===== src/hw/rtl/websocket_frame_unmasker_assert.svh =====
// Assertion macros for the frame unmasker.
// Included by the RTL files that carry checks; empty when SYNTH is defined.
`ifndef WEBSOCKET_FRAME_UNMASKER_ASSERT_SVH
`define WEBSOCKET_FRAME_UNMASKER_ASSERT_SVH

`ifndef SYNTH
// Property checked on every edge outside reset
`define WSU_ASSERT(lbl, clk, rst, prop) \
  lbl: assert property (@(posedge clk) disable iff (rst) prop) \
    else $error("wsu assertion failed");
// Implication whose consequent is checked in the cycle after the antecedent
`define WSU_ASSERT_NEXT(lbl, clk, rst, ante, cons) \
  lbl: assert property (@(posedge clk) disable iff (rst) (ante) |=> (cons)) \
    else $error("wsu sequence assertion failed");
`else
`define WSU_ASSERT(lbl, clk, rst, prop)
`define WSU_ASSERT_NEXT(lbl, clk, rst, ante, cons)
`endif

`endif


===== src/hw/rtl/wsu_pkg.sv =====
// Shared types and constants of the frame unmasker.
// No dependencies; used by the stream interfaces and the top level.
package wsu_pkg;

  localparam int unsigned LEN_W   = 16;
  localparam int unsigned TOTAL_W = 18;

  // Header slack allowed on top of the client buffer size
  localparam logic [6:0] HEADER_SLACK = 7'd16;

  // Length field decode
  localparam logic [6:0] LEN_FIELD_MASK = 7'o177;
  localparam logic [6:0] LEN_EXTENDED   = 7'd126;

  // Header sizes: first byte, length byte, four key bytes (+2 extended)
  localparam logic [3:0] HLEN_BASIC = 4'd6;
  localparam logic [3:0] HLEN_EXT   = 4'd8;

  localparam logic [TOTAL_W-1:0] TOTAL_MAX = {TOTAL_W{1'b1}};
  localparam logic [LEN_W-1:0]   MAX_PAYLOAD_RESET = {LEN_W{1'b1}};

  typedef enum logic [3:0] {
    PH_FIRST   = 4'd0,
    PH_LEN     = 4'd1,
    PH_EXT_HI  = 4'd2,
    PH_EXT_LO  = 4'd3,
    PH_KEY0    = 4'd4,
    PH_KEY1    = 4'd5,
    PH_KEY2    = 4'd6,
    PH_KEY3    = 4'd7,
    PH_PAYLOAD = 4'd8
  } phase_t;

endpackage


===== src/hw/rtl/wsu_stream_if.sv =====
// Valid/ready stream interfaces for received bytes and unmasked results.
// Depends on wsu_pkg for the length width.
interface wsu_rx_if;
  logic       valid;
  logic       ready;
  logic [7:0] rx_byte;
  logic       end_of_read;

  modport source (output valid, rx_byte, end_of_read, input ready);
  modport sink   (input valid, rx_byte, end_of_read, output ready);
endinterface

interface wsu_tx_if;
  logic                     valid;
  logic                     ready;
  logic [7:0]               data_out;
  logic                     data_valid;
  logic                     last;
  logic                     status;
  logic [wsu_pkg::LEN_W-1:0] payload_length;

  modport source (output valid, data_out, data_valid, last, status, payload_length,
                  input ready);
  modport sink   (input valid, data_out, data_valid, last, status, payload_length,
                  output ready);
endinterface


===== src/hw/rtl/websocket_frame_unmasker.sv =====
// Top level of the frame unmasker: header parse, key capture, payload XOR.
// Depends on wsu_pkg, wsu_stream_if.sv and websocket_frame_unmasker_assert.svh.
//
// Usage:
//   rx carries the received message one byte a beat, end_of_read set on the
//   final byte. tx carries one result beat for every payload byte and one for
//   the final byte; header bytes give no beat. On the final beat last is set,
//   status flags a length mismatch or an oversize message and payload_length
//   holds the decoded length. Payload bytes leave as they arrive, so the
//   consumer drops them if the final status is an error.
//   cfg_we/cfg_wdata write max_payload (reset 65535); write it only when idle.
// Timing:
//   One byte per cycle sustained while tx does not stall; a result appears
//   in the cycle after its byte is taken, held in the single output
//   register. rx.ready is high while that register is empty or being
//   drained, so a tx stall holds rx off until the pending beat is taken.
// Reset:
//   rst (synchronous) returns the parser to the first byte of a message and
//   empties the output register. After each final byte the parser clears
//   itself and the next byte opens a new message.
`include "websocket_frame_unmasker_assert.svh"

module websocket_frame_unmasker (
  input  logic                      clk,
  input  logic                      rst,
  input  logic                      cfg_we,
  input  logic [wsu_pkg::LEN_W-1:0] cfg_wdata,
  wsu_rx_if.sink                    rx,
  wsu_tx_if.source                  tx
);

  // Message state
  wsu_pkg::phase_t                phase, phase_next;
  logic [wsu_pkg::LEN_W-1:0]      length_reg, length_reg_next;
  logic [31:0]                    mask_key, mask_key_next;
  logic [wsu_pkg::LEN_W-1:0]      payload_index, payload_index_next;
  logic [wsu_pkg::TOTAL_W-1:0]    total_bytes, total_bytes_next;
  logic                           ext_header, ext_header_next;
  logic [wsu_pkg::LEN_W-1:0]      max_payload;

  // Per-beat results
  logic                           rx_fire;
  logic                           emit;
  logic                           pay_valid;
  logic [7:0]                     pay_data;
  logic                           err;
  logic [wsu_pkg::TOTAL_W-1:0]    expected_total;
  logic [wsu_pkg::LEN_W:0]        size_limit;
  logic [7:0]                     key_byte;

  assign rx.ready = !tx.valid || tx.ready;
  assign rx_fire  = rx.valid && rx.ready;

  // Configuration register
  always_ff @(posedge clk) begin
    if (rst) begin
      max_payload <= wsu_pkg::MAX_PAYLOAD_RESET;
    end else if (cfg_we) begin
      max_payload <= cfg_wdata;
    end
  end

  // Next phase
  always_comb begin
    unique case (phase)
      wsu_pkg::PH_FIRST:  phase_next = wsu_pkg::PH_LEN;
      wsu_pkg::PH_LEN: begin
        if ((rx.rx_byte[6:0] & wsu_pkg::LEN_FIELD_MASK) == wsu_pkg::LEN_EXTENDED) begin
          phase_next = wsu_pkg::PH_EXT_HI;
        end else begin
          phase_next = wsu_pkg::PH_KEY0;
        end
      end
      wsu_pkg::PH_EXT_HI: phase_next = wsu_pkg::PH_EXT_LO;
      wsu_pkg::PH_EXT_LO: phase_next = wsu_pkg::PH_KEY0;
      wsu_pkg::PH_KEY0:   phase_next = wsu_pkg::PH_KEY1;
      wsu_pkg::PH_KEY1:   phase_next = wsu_pkg::PH_KEY2;
      wsu_pkg::PH_KEY2:   phase_next = wsu_pkg::PH_KEY3;
      wsu_pkg::PH_KEY3:   phase_next = wsu_pkg::PH_PAYLOAD;
      default:            phase_next = wsu_pkg::PH_PAYLOAD;
    endcase
  end

  // Header fields, key capture and payload unmasking
  assign key_byte = mask_key[{payload_index[1:0], 3'b000} +: 8];

  always_comb begin
    length_reg_next    = length_reg;
    mask_key_next      = mask_key;
    payload_index_next = payload_index;
    ext_header_next    = ext_header;
    pay_valid          = 1'b0;
    pay_data           = 8'h00;

    if (total_bytes != wsu_pkg::TOTAL_MAX) begin
      total_bytes_next = total_bytes + 1'b1;
    end else begin
      total_bytes_next = total_bytes;
    end

    unique case (phase)
      wsu_pkg::PH_FIRST: ;
      wsu_pkg::PH_LEN: begin
        length_reg_next = {9'd0, rx.rx_byte[6:0] & wsu_pkg::LEN_FIELD_MASK};
        if ((rx.rx_byte[6:0] & wsu_pkg::LEN_FIELD_MASK) == wsu_pkg::LEN_EXTENDED) begin
          ext_header_next = 1'b1;
        end
      end
      wsu_pkg::PH_EXT_HI: length_reg_next = {rx.rx_byte, 8'h00};
      wsu_pkg::PH_EXT_LO: length_reg_next = {length_reg[15:8], rx.rx_byte};
      wsu_pkg::PH_KEY0:   mask_key_next[7:0]   = rx.rx_byte;
      wsu_pkg::PH_KEY1:   mask_key_next[15:8]  = rx.rx_byte;
      wsu_pkg::PH_KEY2:   mask_key_next[23:16] = rx.rx_byte;
      wsu_pkg::PH_KEY3:   mask_key_next[31:24] = rx.rx_byte;
      default: begin
        if (payload_index < length_reg) begin
          pay_valid          = 1'b1;
          pay_data           = rx.rx_byte ^ key_byte;
          payload_index_next = payload_index + 1'b1;
        end
      end
    endcase
  end

  // Final-byte status: header must be complete, header + payload must match count, and stay in bounds
  assign expected_total = {2'b00, length_reg_next}
                        + {14'd0, (ext_header_next ? wsu_pkg::HLEN_EXT : wsu_pkg::HLEN_BASIC)};
  assign size_limit     = {1'b0, max_payload} + 17'(wsu_pkg::HEADER_SLACK);

  always_comb begin
    err = 1'b0;
    if (phase_next != wsu_pkg::PH_PAYLOAD) begin
      err = 1'b1;
    end else if (expected_total != total_bytes_next) begin
      err = 1'b1;
    end
    if (total_bytes_next > {1'b0, size_limit}) begin
      err = 1'b1;
    end
  end

  assign emit = pay_valid || rx.end_of_read;

  // Message state registers; a final byte clears them
  always_ff @(posedge clk) begin
    if (rst) begin
      phase         <= wsu_pkg::PH_FIRST;
      length_reg    <= '0;
      mask_key      <= '0;
      payload_index <= '0;
      total_bytes   <= '0;
      ext_header    <= 1'b0;
    end else if (rx_fire) begin
      if (rx.end_of_read) begin
        phase         <= wsu_pkg::PH_FIRST;
        length_reg    <= '0;
        mask_key      <= '0;
        payload_index <= '0;
        total_bytes   <= '0;
        ext_header    <= 1'b0;
      end else begin
        phase         <= phase_next;
        length_reg    <= length_reg_next;
        mask_key      <= mask_key_next;
        payload_index <= payload_index_next;
        total_bytes   <= total_bytes_next;
        ext_header    <= ext_header_next;
      end
    end
  end

  // Output register: valid flag
  always_ff @(posedge clk) begin
    if (rst) begin
      tx.valid <= 1'b0;
    end else if (rx_fire) begin
      tx.valid <= emit;
    end else if (tx.ready) begin
      tx.valid <= 1'b0;
    end
  end

  // Output register: payload
  always_ff @(posedge clk) begin
    if (rx_fire && emit) begin
      tx.data_out       <= pay_data;
      tx.data_valid     <= pay_valid;
      tx.last           <= rx.end_of_read;
      tx.status         <= rx.end_of_read && err;
      tx.payload_length <= rx.end_of_read ? length_reg_next : '0;
    end
  end

  // Checks
  `WSU_ASSERT(a_index_in_length, clk, rst, payload_index <= length_reg)
  `WSU_ASSERT(a_mid_beat_is_data, clk, rst, (tx.valid && !tx.last) |-> tx.data_valid)
  `WSU_ASSERT(a_mid_beat_no_status, clk, rst, (tx.valid && !tx.last) |-> (!tx.status && tx.payload_length == '0))
  `WSU_ASSERT_NEXT(a_final_clears, clk, rst, rx_fire && rx.end_of_read, phase == wsu_pkg::PH_FIRST && total_bytes == '0)
  `WSU_ASSERT_NEXT(a_stall_holds, clk, rst, tx.valid && !tx.ready, tx.valid && $stable(tx.data_out) && $stable(tx.last))

endmodule

===== src/flat_wrapper.sv =====
// flat-port wrapper written by rule: the top's interface ports become plain ports
module websocket_frame_unmasker_flat 
  (clk, rst, cfg_we, cfg_wdata, rx_valid, rx_rx_byte, rx_end_of_read, rx_ready, tx_valid, tx_data_out, tx_data_valid, tx_last, tx_status, tx_payload_length, tx_ready);
  wsu_rx_if rx_i ();
  wsu_tx_if tx_i ();
  input  logic clk;
  input  logic rst;
  input  logic cfg_we;
  input  logic [wsu_pkg::LEN_W-1:0] cfg_wdata;
  input wire logic [$bits(rx_i.valid)-1:0] rx_valid;
  input wire logic [$bits(rx_i.rx_byte)-1:0] rx_rx_byte;
  input wire logic [$bits(rx_i.end_of_read)-1:0] rx_end_of_read;
  output wire logic [$bits(rx_i.ready)-1:0] rx_ready;
  output wire logic [$bits(tx_i.valid)-1:0] tx_valid;
  output wire logic [$bits(tx_i.data_out)-1:0] tx_data_out;
  output wire logic [$bits(tx_i.data_valid)-1:0] tx_data_valid;
  output wire logic [$bits(tx_i.last)-1:0] tx_last;
  output wire logic [$bits(tx_i.status)-1:0] tx_status;
  output wire logic [$bits(tx_i.payload_length)-1:0] tx_payload_length;
  input wire logic [$bits(tx_i.ready)-1:0] tx_ready;
  assign rx_i.valid = rx_valid;
  assign rx_i.rx_byte = rx_rx_byte;
  assign rx_i.end_of_read = rx_end_of_read;
  assign rx_ready = rx_i.ready;
  assign tx_valid = tx_i.valid;
  assign tx_data_out = tx_i.data_out;
  assign tx_data_valid = tx_i.data_valid;
  assign tx_last = tx_i.last;
  assign tx_status = tx_i.status;
  assign tx_payload_length = tx_i.payload_length;
  assign tx_i.ready = tx_ready;
  websocket_frame_unmasker u_core (.clk(clk), .rst(rst), .cfg_we(cfg_we), .cfg_wdata(cfg_wdata), .rx(rx_i), .tx(tx_i));
endmodule

===== config.mk =====
export PLATFORM = sky130hd
export DESIGN_NAME = websocket_frame_unmasker_flat
export DESIGN_NICKNAME = d
export VERILOG_FILES = /design/src/hw/rtl/wsu_pkg.sv /design/src/hw/rtl/wsu_stream_if.sv /design/src/hw/rtl/websocket_frame_unmasker.sv /design/src/flat_wrapper.sv
export VERILOG_INCLUDE_DIRS = /design/src /design/src/hw/rtl
export SDC_FILE = /design/constraint.sdc
export NUM_CORES = 1
export LEC_CHECK = 0
export BUFFER_PORTS_ARGS = -buffer_cell sky130_fd_sc_hd__buf_2
export CAP_MARGIN = 20
export CORE_ASPECT_RATIO = 0.8
export CORE_MARGIN = 8
export CORE_UTILIZATION = 55
export CTS_CLUSTER_SIZE = 16
export DETAILED_ROUTE_END_ITERATION = 8
export MAX_ROUTING_LAYER = met4
export PLACE_DENSITY = 0.75
export SLEW_MARGIN = 40
export SYNTH_ARGS = -nofsm -noshare
export SYNTH_HDL_FRONTEND = slang
export SYNTH_SLANG_ARGS = --single-unit

===== constraint.sdc =====
create_clock -name clk -period 9.3 [get_ports clk]
set_input_delay 0.93 -clock clk [delete_from_list [all_inputs] [get_ports clk]]
set_output_delay 0.93 -clock clk [all_outputs]
set_load 0.01 [all_outputs]

==> flow_results.org, run 1 <==
** Status
- The flow ran to the end, and the final reports show no timing, DRC or antenna violations.

** Clock network
- The root buffer cell chosen for the clock tree is clkbuf_16.
- In this run, post-CTS repair resized a total of 0 instances.
- The later pin in the worst-skew pair is clocked with a latency of ~0.43 ns.
- The number of clock buffers added by TritonCTS is 17.
- Clock-pin slew was measured on the worst setup and hold paths at around 0.07 ns.
- Buffers inserted during post-CTS setup optimization :: 0
- TritonCTS built the clock tree.
- H-tree depth reported by CTS :: 4
- Clock net sink count :: ~130
- Buffers inserted to repair hold after CTS numbered 0.
- Counting along the longest clock path gives a buffer depth of 2.

** GRT
- The initial antenna violation count was 0.
- Remaining Overflow, GRT :: 0
- Entering global routing, the biggest net connects 75 pins.
- Global routing used 22.8% of the available tracks across all layers.
- Number of global-route vias before repair :: between 5000 and 6000
- The first global-routing pass estimated 31.5 mm of wire.

** Route
- Routed wire per std cell :: around 18 um
- For this run, the detailed router's first-pass iteration total came to 7.
- Via density :: between 6 and 7
- Post-detailed-route DRC marker count :: 0
- The final layout contains routed wiring with a total length of 19.4 mm.
- For this block, the via count after detailed routing is 6567.
- After the first detailed-routing iteration, the DRC count stood at 831.
- In this run the remaining antenna-violating nets after routing total 0.

** Worst setup path
- Critical path peak fanout :: 8
- By startpoint and endpoint, the worst setup path is classified as reg -> reg.
- In this run the register-to-register setup slack is approximately 4.6 ns.
- Largest delay contributor family on the critical path :: simple AND/OR/NAND/NOR gates
- Launch instance of the worst register-to-register path :: u_core.total_bytes[0]
- List of cells traversed by the critical path :: ha_1, nand3_1, or2_0, or3_1, nand4_1, xnor2_1, ha_1, a21o_1, a21o_1, a211oi_1, o22ai_1, a2111oi_0, nor3_1, nor4_1, nand4_1, o31a_1
- The critical path crosses 16 cells after its start point.
- Nature of the critical path endpoint :: register
- Worst setup path startpoint :: u_core.total_bytes[0]
- Data on the critical path is required at its endpoint by roughly 9.5 ns.
- STA classifies the critical path startpoint as a register.
- Count of buffer and inverter cells on the critical path :: 0
- In this design, the stage delay of the slowest critical-path cell is approximately 0.55 ns.
- The slowest stage of the critical path belongs to the cell or3_1.
- At the worst endpoint, the arrival time is between 4 and 5 ns.
- Endpoint of the worst setup timing path :: u_core.tx.status
- Worst-case reg-to-reg path depth :: 16
- The worst register-to-register path ends at u_core.tx.status.

** Final layout
- Area added between synthesis and finish :: 12.6%
- Register with the most flip-flops :: u_core.mask_key
- The number of antenna diodes in the final layout is 0.
- Once layout is done, the placed cells without fillers occupy ~0.0084 mm^2.
- Largest registers :: u_core.mask_key x32, u_core.total_bytes x18
- The register with the most flip-flops in the layout has 32 of them.
- The final layout contains between 900 and 1000 nets.
- The post-route netlist has between 10% and 20% of its cells at a drive strength greater than 1.

** Die
- Number of standard-cell rows in the floorplan :: 38
- Starting utilization of the core area :: 55.8%
- The floorplan step defined a die boundary enclosing ~0.018 mm^2.
- Pin placement for this block handled 59 I/O pins.
- The floorplan step defined a core boundary enclosing around 0.013 mm^2.
- Height of the chip :: 120 um
- Die Span X :: ~150 um

** Synthesis
- Largest area contributor in the synthesized netlist :: dfxtp_1
- Portion of the post-synthesis area used by sequential elements :: approximately 39%
- The synthesized netlist occupies a cell area of roughly 0.0075 mm^2.
- Counting every net in the synthesized netlist gives between 900 and 1000.
- Main area contributors after synthesis :: dfxtp_1, edfxtp_1, ha_1
- Of all flip-flops after synthesis, the portion carrying an async set or reset was 0%.
- The number of different library cells used by synthesis comes to 73.
- Synth Area per Inst :: a little under 9 um^2
- Cell with the most instances after synthesis :: nor2_1
- The commonest cells after synthesis are nor2_1, dfxtp_1, nand2_1.
- For this run, the number of Yosys warnings is 0.
- Number of synthesized flops with an enable pin :: 27
- Most common flop cell mapped by yosys :: dfxtp_1
- Register bit count reported by yosys :: ~130
- Area fraction of the dominant cell type after synthesis :: 27.8%
- Synthesized netlist cell count :: approximately 860

** Timing
- Final TNS setup :: 0 ns
- In the finished design, the share of the clock period the worst path needs comes to 50.5%.
- Max-Slew Margin vs Limit :: between 40% and 50%
- Maximum clock frequency :: roughly 210 MHz
- Final period demand of the worst path :: between 4 and 5 ns
- At the pin with the least slew margin, the transition time is roughly 0.80 ns.
- Number of setup violations in the final report :: 0
- Max Transition Viols Final :: 0
- Number of hold-slack violations in the final timing report :: 0
- Setup repair after global routing left no endpoint under its margin.
- Across the routed clock network, the largest skew measured is roughly 0.011 ns.

** Power and ir drop
- For this design the static power due to leakage is between 3 and 4 nW.
- Dividing total power by cell area gives a power density of 162 mW/mm^2.
- Max IR drop VDD :: 122 uV

** Place
- IO buf count :: 58
- After detailed placement, the total cell area comes to 0.00784 mm^2.
- The congestion estimate from routability-driven global placement came to 0.947.
- After legalization and detailed placement, the total HPWL measured between 10 and 15 mm.

** Run
- Number of max-cap violations :: 0

** Hold path
- Min-Delay Path Class :: reg -> reg
## per-layer routing
metal / wire length (um) / up-vias / part of all wire, % / global-route usage, %
li1: - / 3169 / - / -
met1: 8870 / 3035 / 46 / 31.7
met2: 8290 / 333 / 43 / 32.2
met3: 1900 / 30 / 9.8 / 5.60
met4: 314 / 0 / 1.6 / 6.62
met5: 0 / - / 0 / -
## power breakdown
| group | internal (W) | total [W] | leakage, nW | switching (W) |
|---|---|---|---|---|
| Combinational | 0.0000363 | 0.000108 | 1.90 | 0.0000718 |
| Sequential | 0.000589 | 0.000597 | 1.10 | 0.00000789 |
| Clock | 0.000359 | 0.000660 | 0.286 | 0.000301 |
| Total | 0.000984 | 0.00136 | 3.29 | 0.000380 |
## stage by stage
stage          std cells  total power (W)  utilization [%]  hold WS [ns]  setup slack (ns)
2_1_floorplan        855         0.000681                -         0.447              5.36
3_3_place_gp        1050         0.000714             58.4         0.463              4.78
3_5_place_dp        1050         0.000716             58.4         0.476              4.69
4_1_cts             1082          0.00137             62.8         0.483              4.61
5_1_grt             1083          0.00141             62.9         0.516              4.32
6_report            1083          0.00136             62.9         0.480              4.61
## logic make-up after synthesis
group | synth area share (%)
XOR/XNOR | 6.97
multiplexers | 4.96
AO/OA/AOI/OAI | 17.8
flip-flops | 38.6
buffers and inverters | 4.43
adder cells (fa/ha/maj) | 6.18
AND/OR/NAND/NOR | 21.0
## cells in the final DEF (no fill, tap or decap), types with 4 or more instances in the layout
cell	Yosys	routed
nor2_1	111	108
dfxtp_1	104	103
nand2_1	83	83
a22oi_1	61	61
buf_2	6	58
a21oi_1	41	41
xnor2_1	41	41
ha_1	37	37
inv_1	27	27
edfxtp_1	27	27
nand3_1	26	26
o21ai_0	23	23
mux2i_1	18	18
clkbuf_16	0	17
xor2_1	16	16
and2_1	14	14
a21o_1	13	13
nand4_1	13	13
nor3_1	14	13
nand2b_1	11	11
o21ai_1	11	11
and3_1	10	10
o211ai_1	8	8
mux4_2	8	8
or3_1	7	7
nor4_1	6	6
o22a_1	6	6
inv_8	0	6
buf_4	0	6
a2111oi_0	5	5
nor2_2	2	5
a31oi_1	5	5
and4_1	4	4
o22ai_1	4	4
## cell type report
cell class	count	area [um^2]
clock inverter	15	160
timing repair buffer	65	340
multi-input combinational	646	4280
sequential	131	2890
clock buffer	17	425
inverter	29	109
tap	180	225
fill	1193	4980
## how the worst min path moves through the flow
stage / depth (start not counted) / startpoint / to
floorplan: 2 / u_core.payload_index[15] / u_core.payload_index[15]
global placement: 2 / u_core.payload_index[15] / u_core.payload_index[15]
detailed placement: 2 / u_core.payload_index[15] / u_core.payload_index[15]
CTS: 2 / u_core.payload_index[15] / u_core.payload_index[15]
global route: 2 / u_core.payload_index[15] / u_core.payload_index[15]
finish: 2 / u_core.payload_index[15] / u_core.payload_index[15]
## worst register-to-register path: stages (launching register included)
cell	delay, ns
dfxtp_1	0.47
ha_1	0.25
nand3_1	0.10
or2_0	0.39
or3_1	0.56
nand4_1	0.16
xnor2_1	0.19
ha_1	0.31
a21o_1	0.18
a21o_1	0.18
a211oi_1	0.28
o22ai_1	0.13
a2111oi_0	0.30
nor3_1	0.10
nor4_1	0.42
nand4_1	0.18
o31a_1	0.26
Power figures use the tool's default switching activity.
==> inputs of run 2 (changes only) <==
--- a/config.mk
+++ b/config.mk
@@ -6,6 +6,7 @@
 export SDC_FILE = /design/constraint.sdc
 export NUM_CORES = 1
 export LEC_CHECK = 0
+export ABC_AREA = 1
 export BUFFER_PORTS_ARGS = -buffer_cell sky130_fd_sc_hd__buf_2
 export CAP_MARGIN = 20
 export CORE_ASPECT_RATIO = 0.8
==> constraint.sdc (replaced) <==
create_clock -name clk -period 4.7 [get_ports clk]
set_input_delay 0.47 -clock clk [delete_from_list [all_inputs] [get_ports clk]]
set_output_delay 0.47 -clock clk [all_outputs]
set_load 0.01 [all_outputs]
==> flow_results.org, run 2 <==
** Clock network
- Buffers inserted during post-CTS setup optimization :: 0 (unchanged)
- The number of buffers added to fix hold violations after cts was 0 (unchanged).
- The level count of the clock H-tree is 4 (unchanged).
- CTS tree :: built
- Worst skew pair latency :: 0.42 ns (about the same)
- Clock buffer depth :: 2 (unchanged)
- Number of buffers created by CTS :: 17 (unchanged)
- Number of gates resized after cts :: 0 (unchanged)
- CTS clk-pin slew, worst paths :: 0.06 ns (about the same)
- The cell sitting at the root of the clock tree is a clkbuf_16.
- The number of sinks handled by clock tree synthesis is 131 (unchanged).

** Synthesis
- Number of synthesized flops with an enable pin :: 27 (unchanged)
- The number of synthesis warnings is 0 (unchanged).
- By count the netlist is led by nand2_1, a21oi_1, nor2_1.
- The mean instance size in the synthesized netlist was 6.87 um^2 (-22%).
- Cell area after synthesis :: 0.00787 mm^2 (+5.1%)
- Most common flop cell mapped by yosys :: dfxtp_1
- dfxtp_1 takes more of the synthesized area than any other cell.
- The most common cell in the synthesized netlist is nand2_1.
- Register bit count reported by yosys :: 131 (unchanged)
- The area share of the largest cell type after synthesis came to 26.4% (-1.4 points).
- The share of async-settable or async-resettable flops after synthesis came to 0% (unchanged).
- The total nets after synthesis is 1213 (+32%).
- The proportion of synthesized chip area in sequential cells is 36.7% (-1.9 points).
- The unique cell type count in the Yosys netlist came to 40 (-45%).
- The synthesized instance count was 1146 (+34%).
- After synthesis, the cell types taking the most area are dfxtp_1, nand2_1, edfxtp_1.

** Route
- Via density :: 5.46 (-10%)
- 1st-iter DRT viols :: 907 (+9.1%)
- The number of iterations in the first detailed-routing pass is 6 (-1).
- The average wire per cell in the routed design is 15.2 um (-15%).
- Vias :: 7602 (+16%)
- The remaining number of nets flagged by the antenna check after routing is 0 (unchanged).
- The final wirelength is 21.2 mm (+9.2%).
- Post-detailed-route DRC marker count :: 0 (unchanged)

** Worst setup path
- The worst path required time came to 4.84 ns (-4.64 ns).
- Launch instance of the worst register-to-register path :: u_core.total_bytes[0]
- The worst register-to-register path ends at u_core.tx.status.
- Type of the setup path with the least slack :: reg -> reg
- Nature of the critical path endpoint :: register
- The worst setup path is launched from a register.
- Arrival time worst endpoint :: 3.59 ns (-1.29 ns)
- Critical path peak fanout :: 18 (+10)
- The slack of the worst reg-to-reg path was 1.26 ns (-3.35 ns).
- The cell depth of the worst flop-to-flop path was 25 (+9).

** Run
- The total of max-cap violations came to 0 (unchanged).

** GRT
- The global-route usage over all layers came to 24.2% (+1.4 points).
- The global-route congestion overflow total came to 0 (unchanged).
- The wire length of the first global-routing pass is 34.7 mm (+10%).
- Initial antenna violation count :: 0 (unchanged)
- The largest net degree at the start of global routing was 86 (+15%).
- The number of global-route vias before repair came to 6941 (+18%).

** Die
- Die Span X :: 150 um (+2.3%)
- Height of the chip :: 123 um (+2.2%)
- Number of standard-cell rows in the floorplan :: 39 (+2.6%)
- Floorplan die area :: 0.0184 mm^2 (+4.5%)
- Starting utilization of the core area :: 55.6% (-0.21 points)
- The core box area came to 0.0142 mm^2 (+5.5%).
- The top-level port count was 59 (unchanged).

** Timing
- Setup repair after global routing left no endpoint under its margin.
- The actual slew at the worst max-slew pin was 0.799 ns (-0.00412 ns).
- The final worst-path cycle share is 73.3% (+23 points).
- Max Transition Viols Final :: 0 (unchanged)
- Max-Slew Margin vs Limit :: 46.7% (+0.78 points)
- Number of hold-slack violations in the final timing report :: 0 (unchanged)
- The number of setup violations in the final report came to 0 (unchanged).
- Maximum clock frequency :: 290 MHz (+36%)
- The final sum of negative setup slack is 0 ns (unchanged).
- The post-route clock skew was 0.00896 ns (-0.00229 ns).
- Final period demand of the worst path :: 3.44 ns (-1.25 ns)

** Final layout
- From synthesis to final layout, the design area changed by 13.0%.
- The antenna diode count was 0 (unchanged).
- Register with the most flip-flops :: u_core.mask_key
- The net count of the finished layout came to 1263 (+32%).
- Most common cell after layout, fill and taps aside :: nand2_1
- Max FFs per register :: 32 (unchanged)
- Share of final-layout standard cells stronger than drive strength 1 :: 11.8% (-2.2 points)
- The post-route standard cell area excluding fillers was 0.00889 mm^2 (+5.5%).
- The largest registers in the layout are u_core.mask_key x32, u_core.total_bytes x18.
- Highest-count cells in the layout ignoring fill and taps :: nand2_1, a21oi_1, nor2_1

** Place
- The quantity of I/O buffers inserted on ports came to 58 (unchanged).
- Sum of net half-perimeters after detailed placement :: 15.2 mm (+13%)
- The routability congestion estimate from global placement was 0.943 (-0.39%).
- Total placed instance area :: 0.00832 mm^2 (+6.1%)

** Hold path
- HP Start :: cfg_wdata[10]
- Hold Path Sink :: u_core.max_payload[10]
- The min-delay analysis places its worst path in the category in -> reg.
- Number of cells on the worst hold path :: 3 (+1)

** Status
- Status :: complete, no violations

** Power and ir drop
- The worst supply voltage drop on vdd came to 347 uV (+180%).
- The leakage power summed over all cells was 3.66 nW (+11%).
- The overall power of the completed layout is 0.00271 W (+98%).
- Power per Cell Area :: 305 mW/mm^2 (+88%)
## run 2: cell count changes in the layout (fill, tap and decap cells not counted), sizes merged, moves of 10 or more
| cell | change |
|---|---|
| mux2i | -18 |
| nor2 | +11 |
| and3 | -10 |
| xnor2 | -32 |
| a21o | -12 |
| inv | +73 |
| and2 | -14 |
| a22oi | -61 |
| xor2 | +15 |
| nand3 | +48 |
| nand2 | +288 |
| a21oi | +77 |
| nand2b | -11 |
## run 2: layout make-up
type                            instances  area, um^2
Clock buffer                           19         454
Clock inverter                         13         121
Fill cell                            1329        5260
Inverter                              111         417
Multi-Input combinational cell        871        4430
Sequential cell                       131        2890
Tap cell                              184         230
Timing Repair Buffer                   64         352
## run 2: metal layers
metal | vias to the layer above | GRT usage, % | share of wire (%)
li1 | 3827 | - | -
met1 | 3456 | 33.8 | 48
met2 | 300 | 34.8 | 42
met3 | 19 | 4.97 | 8.4
met4 | 0 | 6.36 | 0.96
met5 | - | - | 0
## run 2: worst max path at each step
stage	from	endpoint	slack [ns]
finish	u_core.total_bytes[0]	u_core.tx.status	1.26
CTS	u_core.total_bytes[0]	u_core.tx.status	1.27
global route	u_core.total_bytes[0]	u_core.tx.status	0.80
detailed placement	u_core.total_bytes[0]	u_core.tx.status	1.32
floorplan	u_core.total_bytes[0]	u_core.tx.status	1.82
global placement	u_core.total_bytes[0]	u_core.tx.status	1.42
## run 2: critical path, cell delays in order (launching register included)
cell and delay, ns:
dfxtp_1 0.42, ha_1 0.25, inv_1 0.09, nor2_4 0.15, nand2_2 0.10, nor2_4 0.15, nand2_4 0.16, nand3_1 0.12
xnor2_1 0.22, ha_1 0.31, a21oi_1 0.14, o21ai_0 0.09, nand2_1 0.06, nand3_1 0.06, nand2_1 0.06, nand2_1 0.05
nand2_1 0.06, nand2_1 0.05, nand2_1 0.05, nand2_1 0.04, nand2_1 0.12, nand2_1 0.08, nor2_1 0.10, nand3_1 0.08
nor2_1 0.10, nor2_1 0.04
## run 2: stage by stage
step | instances | util (%) | worst slack, ns | hold WS (ns)
after floorplan | 1146 | - | 1.82 | 0.435
final | 1393 | 62.8 | 1.26 | 0.257
after detailed placement | 1361 | 58.8 | 1.32 | 0.451
after global routing | 1393 | 62.8 | 0.802 | 0.261
after CTS | 1393 | 62.8 | 1.27 | 0.247
after global placement | 1361 | 58.7 | 1.42 | 0.445
## run 2: cells by family after synthesis
| kind of cell | count (synthesis) | share of synthesized area (%) |
|---|---|---|
| and+or+nand+nor | 614 | 33.5 |
| DFF | 131 | 36.7 |
| adders and majority gates | 37 | 5.88 |
| xor gates and xnor gates | 40 | 4.45 |
| AOI/OAI and AO/OA | 180 | 12.3 |
| buffers and inverters | 144 | 7.07 |
## run 2: where the power goes
part	switching, W	leakage, nW	internal (W)
Sequential	0.0000152	1.10	0.00117
Combinational	0.000161	2.29	0.0000720
Clock	0.000527	0.276	0.000764
Total	0.000703	3.66	0.00201
==> inputs of run 3 (changes only) <==
--- a/config.mk
+++ b/config.mk
@@ -6,7 +6,7 @@
 export SDC_FILE = /design/constraint.sdc
 export NUM_CORES = 1
 export LEC_CHECK = 0
-export ABC_AREA = 1
+export ABC_AREA = 0
 export BUFFER_PORTS_ARGS = -buffer_cell sky130_fd_sc_hd__buf_2
 export CAP_MARGIN = 20
 export CORE_ASPECT_RATIO = 0.8
==> constraint.sdc (replaced) <==
create_clock -name clk -period 3.21 [get_ports clk]
set_input_delay 0.321 -clock clk [delete_from_list [all_inputs] [get_ports clk]]
set_output_delay 0.321 -clock clk [all_outputs]
set_load 0.01 [all_outputs]
==> flow_results.org, run 3 (synthesis results as in run 1) <==
** Status
- The flow ran to the end, but the final reports show violations.
- Failing checks :: setup timing

** Worst setup path
- Worst-case reg-to-reg path depth :: 17 (-32%)
- Type of the setup path with the least slack :: reg -> reg
- In this run the critical register-to-register path is captured at u_core.tx.status.
- Data required time of the worst path :: 3.38 ns (-1.46 ns)
- The worst setup path is captured at a register.
- Following the worst setup path forward leads to its endpoint at u_core.tx.status.
- The data arrival time of the worst path is 3.93 ns (+0.34 ns).
- The highest net fanout along the worst path is 4 (-14).
- R2r setup slk :: -0.55 ns (-1.81 ns)
- Launch instance of the worst register-to-register path :: u_core.total_bytes[1]
- The most critical setup path has its startpoint at u_core.total_bytes[1].
- Launching element type of the critical path :: register

** Place
- Sum of net half-perimeters after detailed placement :: 15.3 mm (+0.42%)
- Number of placed cells counting well taps :: 1148 (-16%)
- IO buf count :: 58 (unchanged)
- Last weighted congestion value of the routability-driven placer :: 0.958 (+1.6%)

** Timing
- Worst hold slack across all endpoints :: 0.111 ns (-0.146 ns)
- Number of hold-slack violations in the final timing report :: 0 (unchanged)
- The post-route clock skew is 0.00992 ns (+0.000961 ns).
- The number of setup violations in the final report was 1 (+1).
- Post-route worst setup slack :: -0.552 ns (-1.81 ns)
- Maximum clock frequency :: 266 MHz (-8.4%)
- Final TNS setup :: -0.552 ns (-0.552 ns)
- Post-route fraction of the period consumed by the critical path :: 117% (+44 points)
- Tightest Pin Transition :: 0.792 ns (-0.00687 ns)
- Max-Slew Margin vs Limit :: 47.2% (+0.52 points)
- The final critical delay including setup and external delays came to 3.76 ns (+0.318 ns).
- Max Transition Viols Final :: 0 (unchanged)
- Unrepaired setup endpoints after global routing :: yes

** Clock network
- The number of buffers added to fix hold violations after cts was 0 (unchanged).
- Number of buffers created by CTS :: 17 (unchanged)
- TritonCTS built the clock tree.
- CTS Root Cell :: clkbuf_16
- Clock net sink count :: 131 (unchanged)
- The level count of the clock H-tree came to 4 (unchanged).
- Clock buffer depth :: 2 (unchanged)
- CTS clk-pin slew, worst paths :: 0.06 ns (about the same)
- Worst skew pair latency :: 0.42 ns (about the same)

** GRT
- Met1 layer usage reported by global route :: 34.0% (+0.20 points)
- Initial antenna violation count :: 0 (unchanged)
- The global-route usage over all layers came to 24.6% (+0.46 points).
- The layer flagged by global routing as most heavily used is met2.
- GR met2 Demand/Resource :: 34.6% (-0.19 points)
- Largest net degree at the start of global routing :: 74 (-14%)
- Met3 Usage GRT :: 6.16% (+1.2 points)
- Number of global-route vias before repair :: 6472 (-6.8%)
- Global-route wire length before repair :: 33.9 mm (-2.2%)
- Remaining Overflow, GRT :: 0 (unchanged)

** Final layout
- In the final layout, the registers with the most flip-flops are u_core.mask_key x32, u_core.total_bytes x18.
- The final non-filler cell total was 1187 (-15%).
- Nets :: 1061 (-16%)
- Most common cell after layout, fill and taps aside :: buf_4
- The utilization of the core after routing came to 69.8% (+6.9 points).
- The count of fill cells added during filler insertion came to 1072 (-19%).
- The flip-flop count of the largest register after layout was 32 (unchanged).
- The antenna diode count is 0 (unchanged).
- Compared with the post-synthesis result, the final layout area differs by 24.9%.
- Register with the most flip-flops :: u_core.mask_key
- The share of final-layout standard cells stronger than drive strength 1 is 25.2% (+13 points).
- The library cells used most frequently in the layout, excluding fill and tap cells, are buf_4, nor2_1, dfxtp_1.

** Die
- The row count is 38 (-2.6%).
- The width of the die was 146 um (-2.2%).
- Floorplan die area :: 0.0176 mm^2 (-4.3%)
- Height of the chip :: 120 um (-2.2%)
- Starting utilization of the core area :: 55.8% (+0.21 points)
- Core Area :: 0.0134 mm^2 (-5.3%)
- The top-level port count came to 59 (unchanged).

** Power and ir drop
- The overall power of the completed layout came to 0.00387 W (+43%).
- Max IR drop VDD :: 426 uV (+23%)
- Leakage power :: 3.85 nW (+5.1%)
- Power per Cell Area :: 414 mW/mm^2 (+36%)

** Route
- Routed wire per std cell :: 17.9 um (+18%)
- Number of iterations in the first detailed-routing pass :: 6 (unchanged)
- Via density :: 5.88 (+7.7%)
- Post-detailed-route DRC marker count :: 0 (unchanged)
- The final wirelength came to 21.2 mm (+0.24%).
- DRT antenna net count :: 0 (unchanged)
- The number of design-rule violations left by the first detailed-router iteration came to 861 (-5.1%).
- Vias :: 6975 (-8.2%)

** Hold path
- The min-delay analysis places its worst path in the category in -> reg.

** Run
- Number of max-cap violations :: 0 (unchanged)
run 3: per-stage QoR:
stage               worst slack (ns)  instance area (um^2)
finish                        -0.552                  9350
global route                  -0.769                  9350
CTS                           -0.459                  9160
detailed placement            -0.577                  8610
global placement              -0.364                  8610
floorplan                     -0.418                  7520
run 3: timing repair:
item                                    4_1_cts  5_1_grt
cloned                                        0        0
pin swaps                                     0       24
endpoints found under the setup margin        1       32
setup buffers                                 0        7
gates resized for setup                       3       26
run 3: worst min path at each step:
stage / startpoint / to / slack (ns) / depth (start not counted)
after floorplan: rx_end_of_read / u_core.tx.last / 0.42 / 0
after global placement: u_core.payload_index[15] / u_core.payload_index[15] / 0.46 / 2
after detailed placement: u_core.payload_index[15] / u_core.payload_index[15] / 0.47 / 2
after CTS: cfg_wdata[9] / u_core.max_payload[9] / 0.1 / 3
after global routing: cfg_wdata[13] / u_core.max_payload[13] / 0.10 / 3
final: cfg_wdata[0] / u_core.max_payload[0] / 0.11 / 3
run 3: metal layers:
| metal | share of wire [%] | routed length, um |
|---|---|---|
| met2 | 43 | 9170 |
| met5 | 0 | 0 |
| met4 | 2.0 | 414 |
| met3 | 8.6 | 1820 |
| met1 | 46 | 9800 |
run 3: where the power goes:
group          internal, W  leakage [nW]  switching (W)  total (W)
sequential         0.00171          1.10      0.0000168    0.00172
combinational     0.000138          2.47       0.000230   0.000368
clock              0.00101         0.276       0.000769    0.00178
total              0.00286          3.85        0.00102    0.00387
run 3: worst max-delay path: stages (launching register included):
cell       delay, ns
dfxtp_4         0.36
ha_4            0.13
nand3_2         0.07
or2_1           0.25
buf_4           0.15
nor3_4          0.19
nor3b_1         0.11
xor2_1          0.27
ha_1            0.32
nand4_1         0.14
nor2_1          0.07
a211oi_2        0.28
o22ai_2         0.15
a2111oi_4       0.22
nor3_2          0.11
nor4_2          0.25
nand4_1         0.12
o31a_1          0.30
run 3: layout make-up:
cell class	count	area (um^2)	share of cell area, %
multi-input combinational	646	4440	47.5
sequential	131	2900	31.0
timing repair buffer	169	1140	12.2
clock buffer	18	439	4.70
tap	180	225	2.41
inverter	29	109	1.16
clock inverter	14	104	1.11
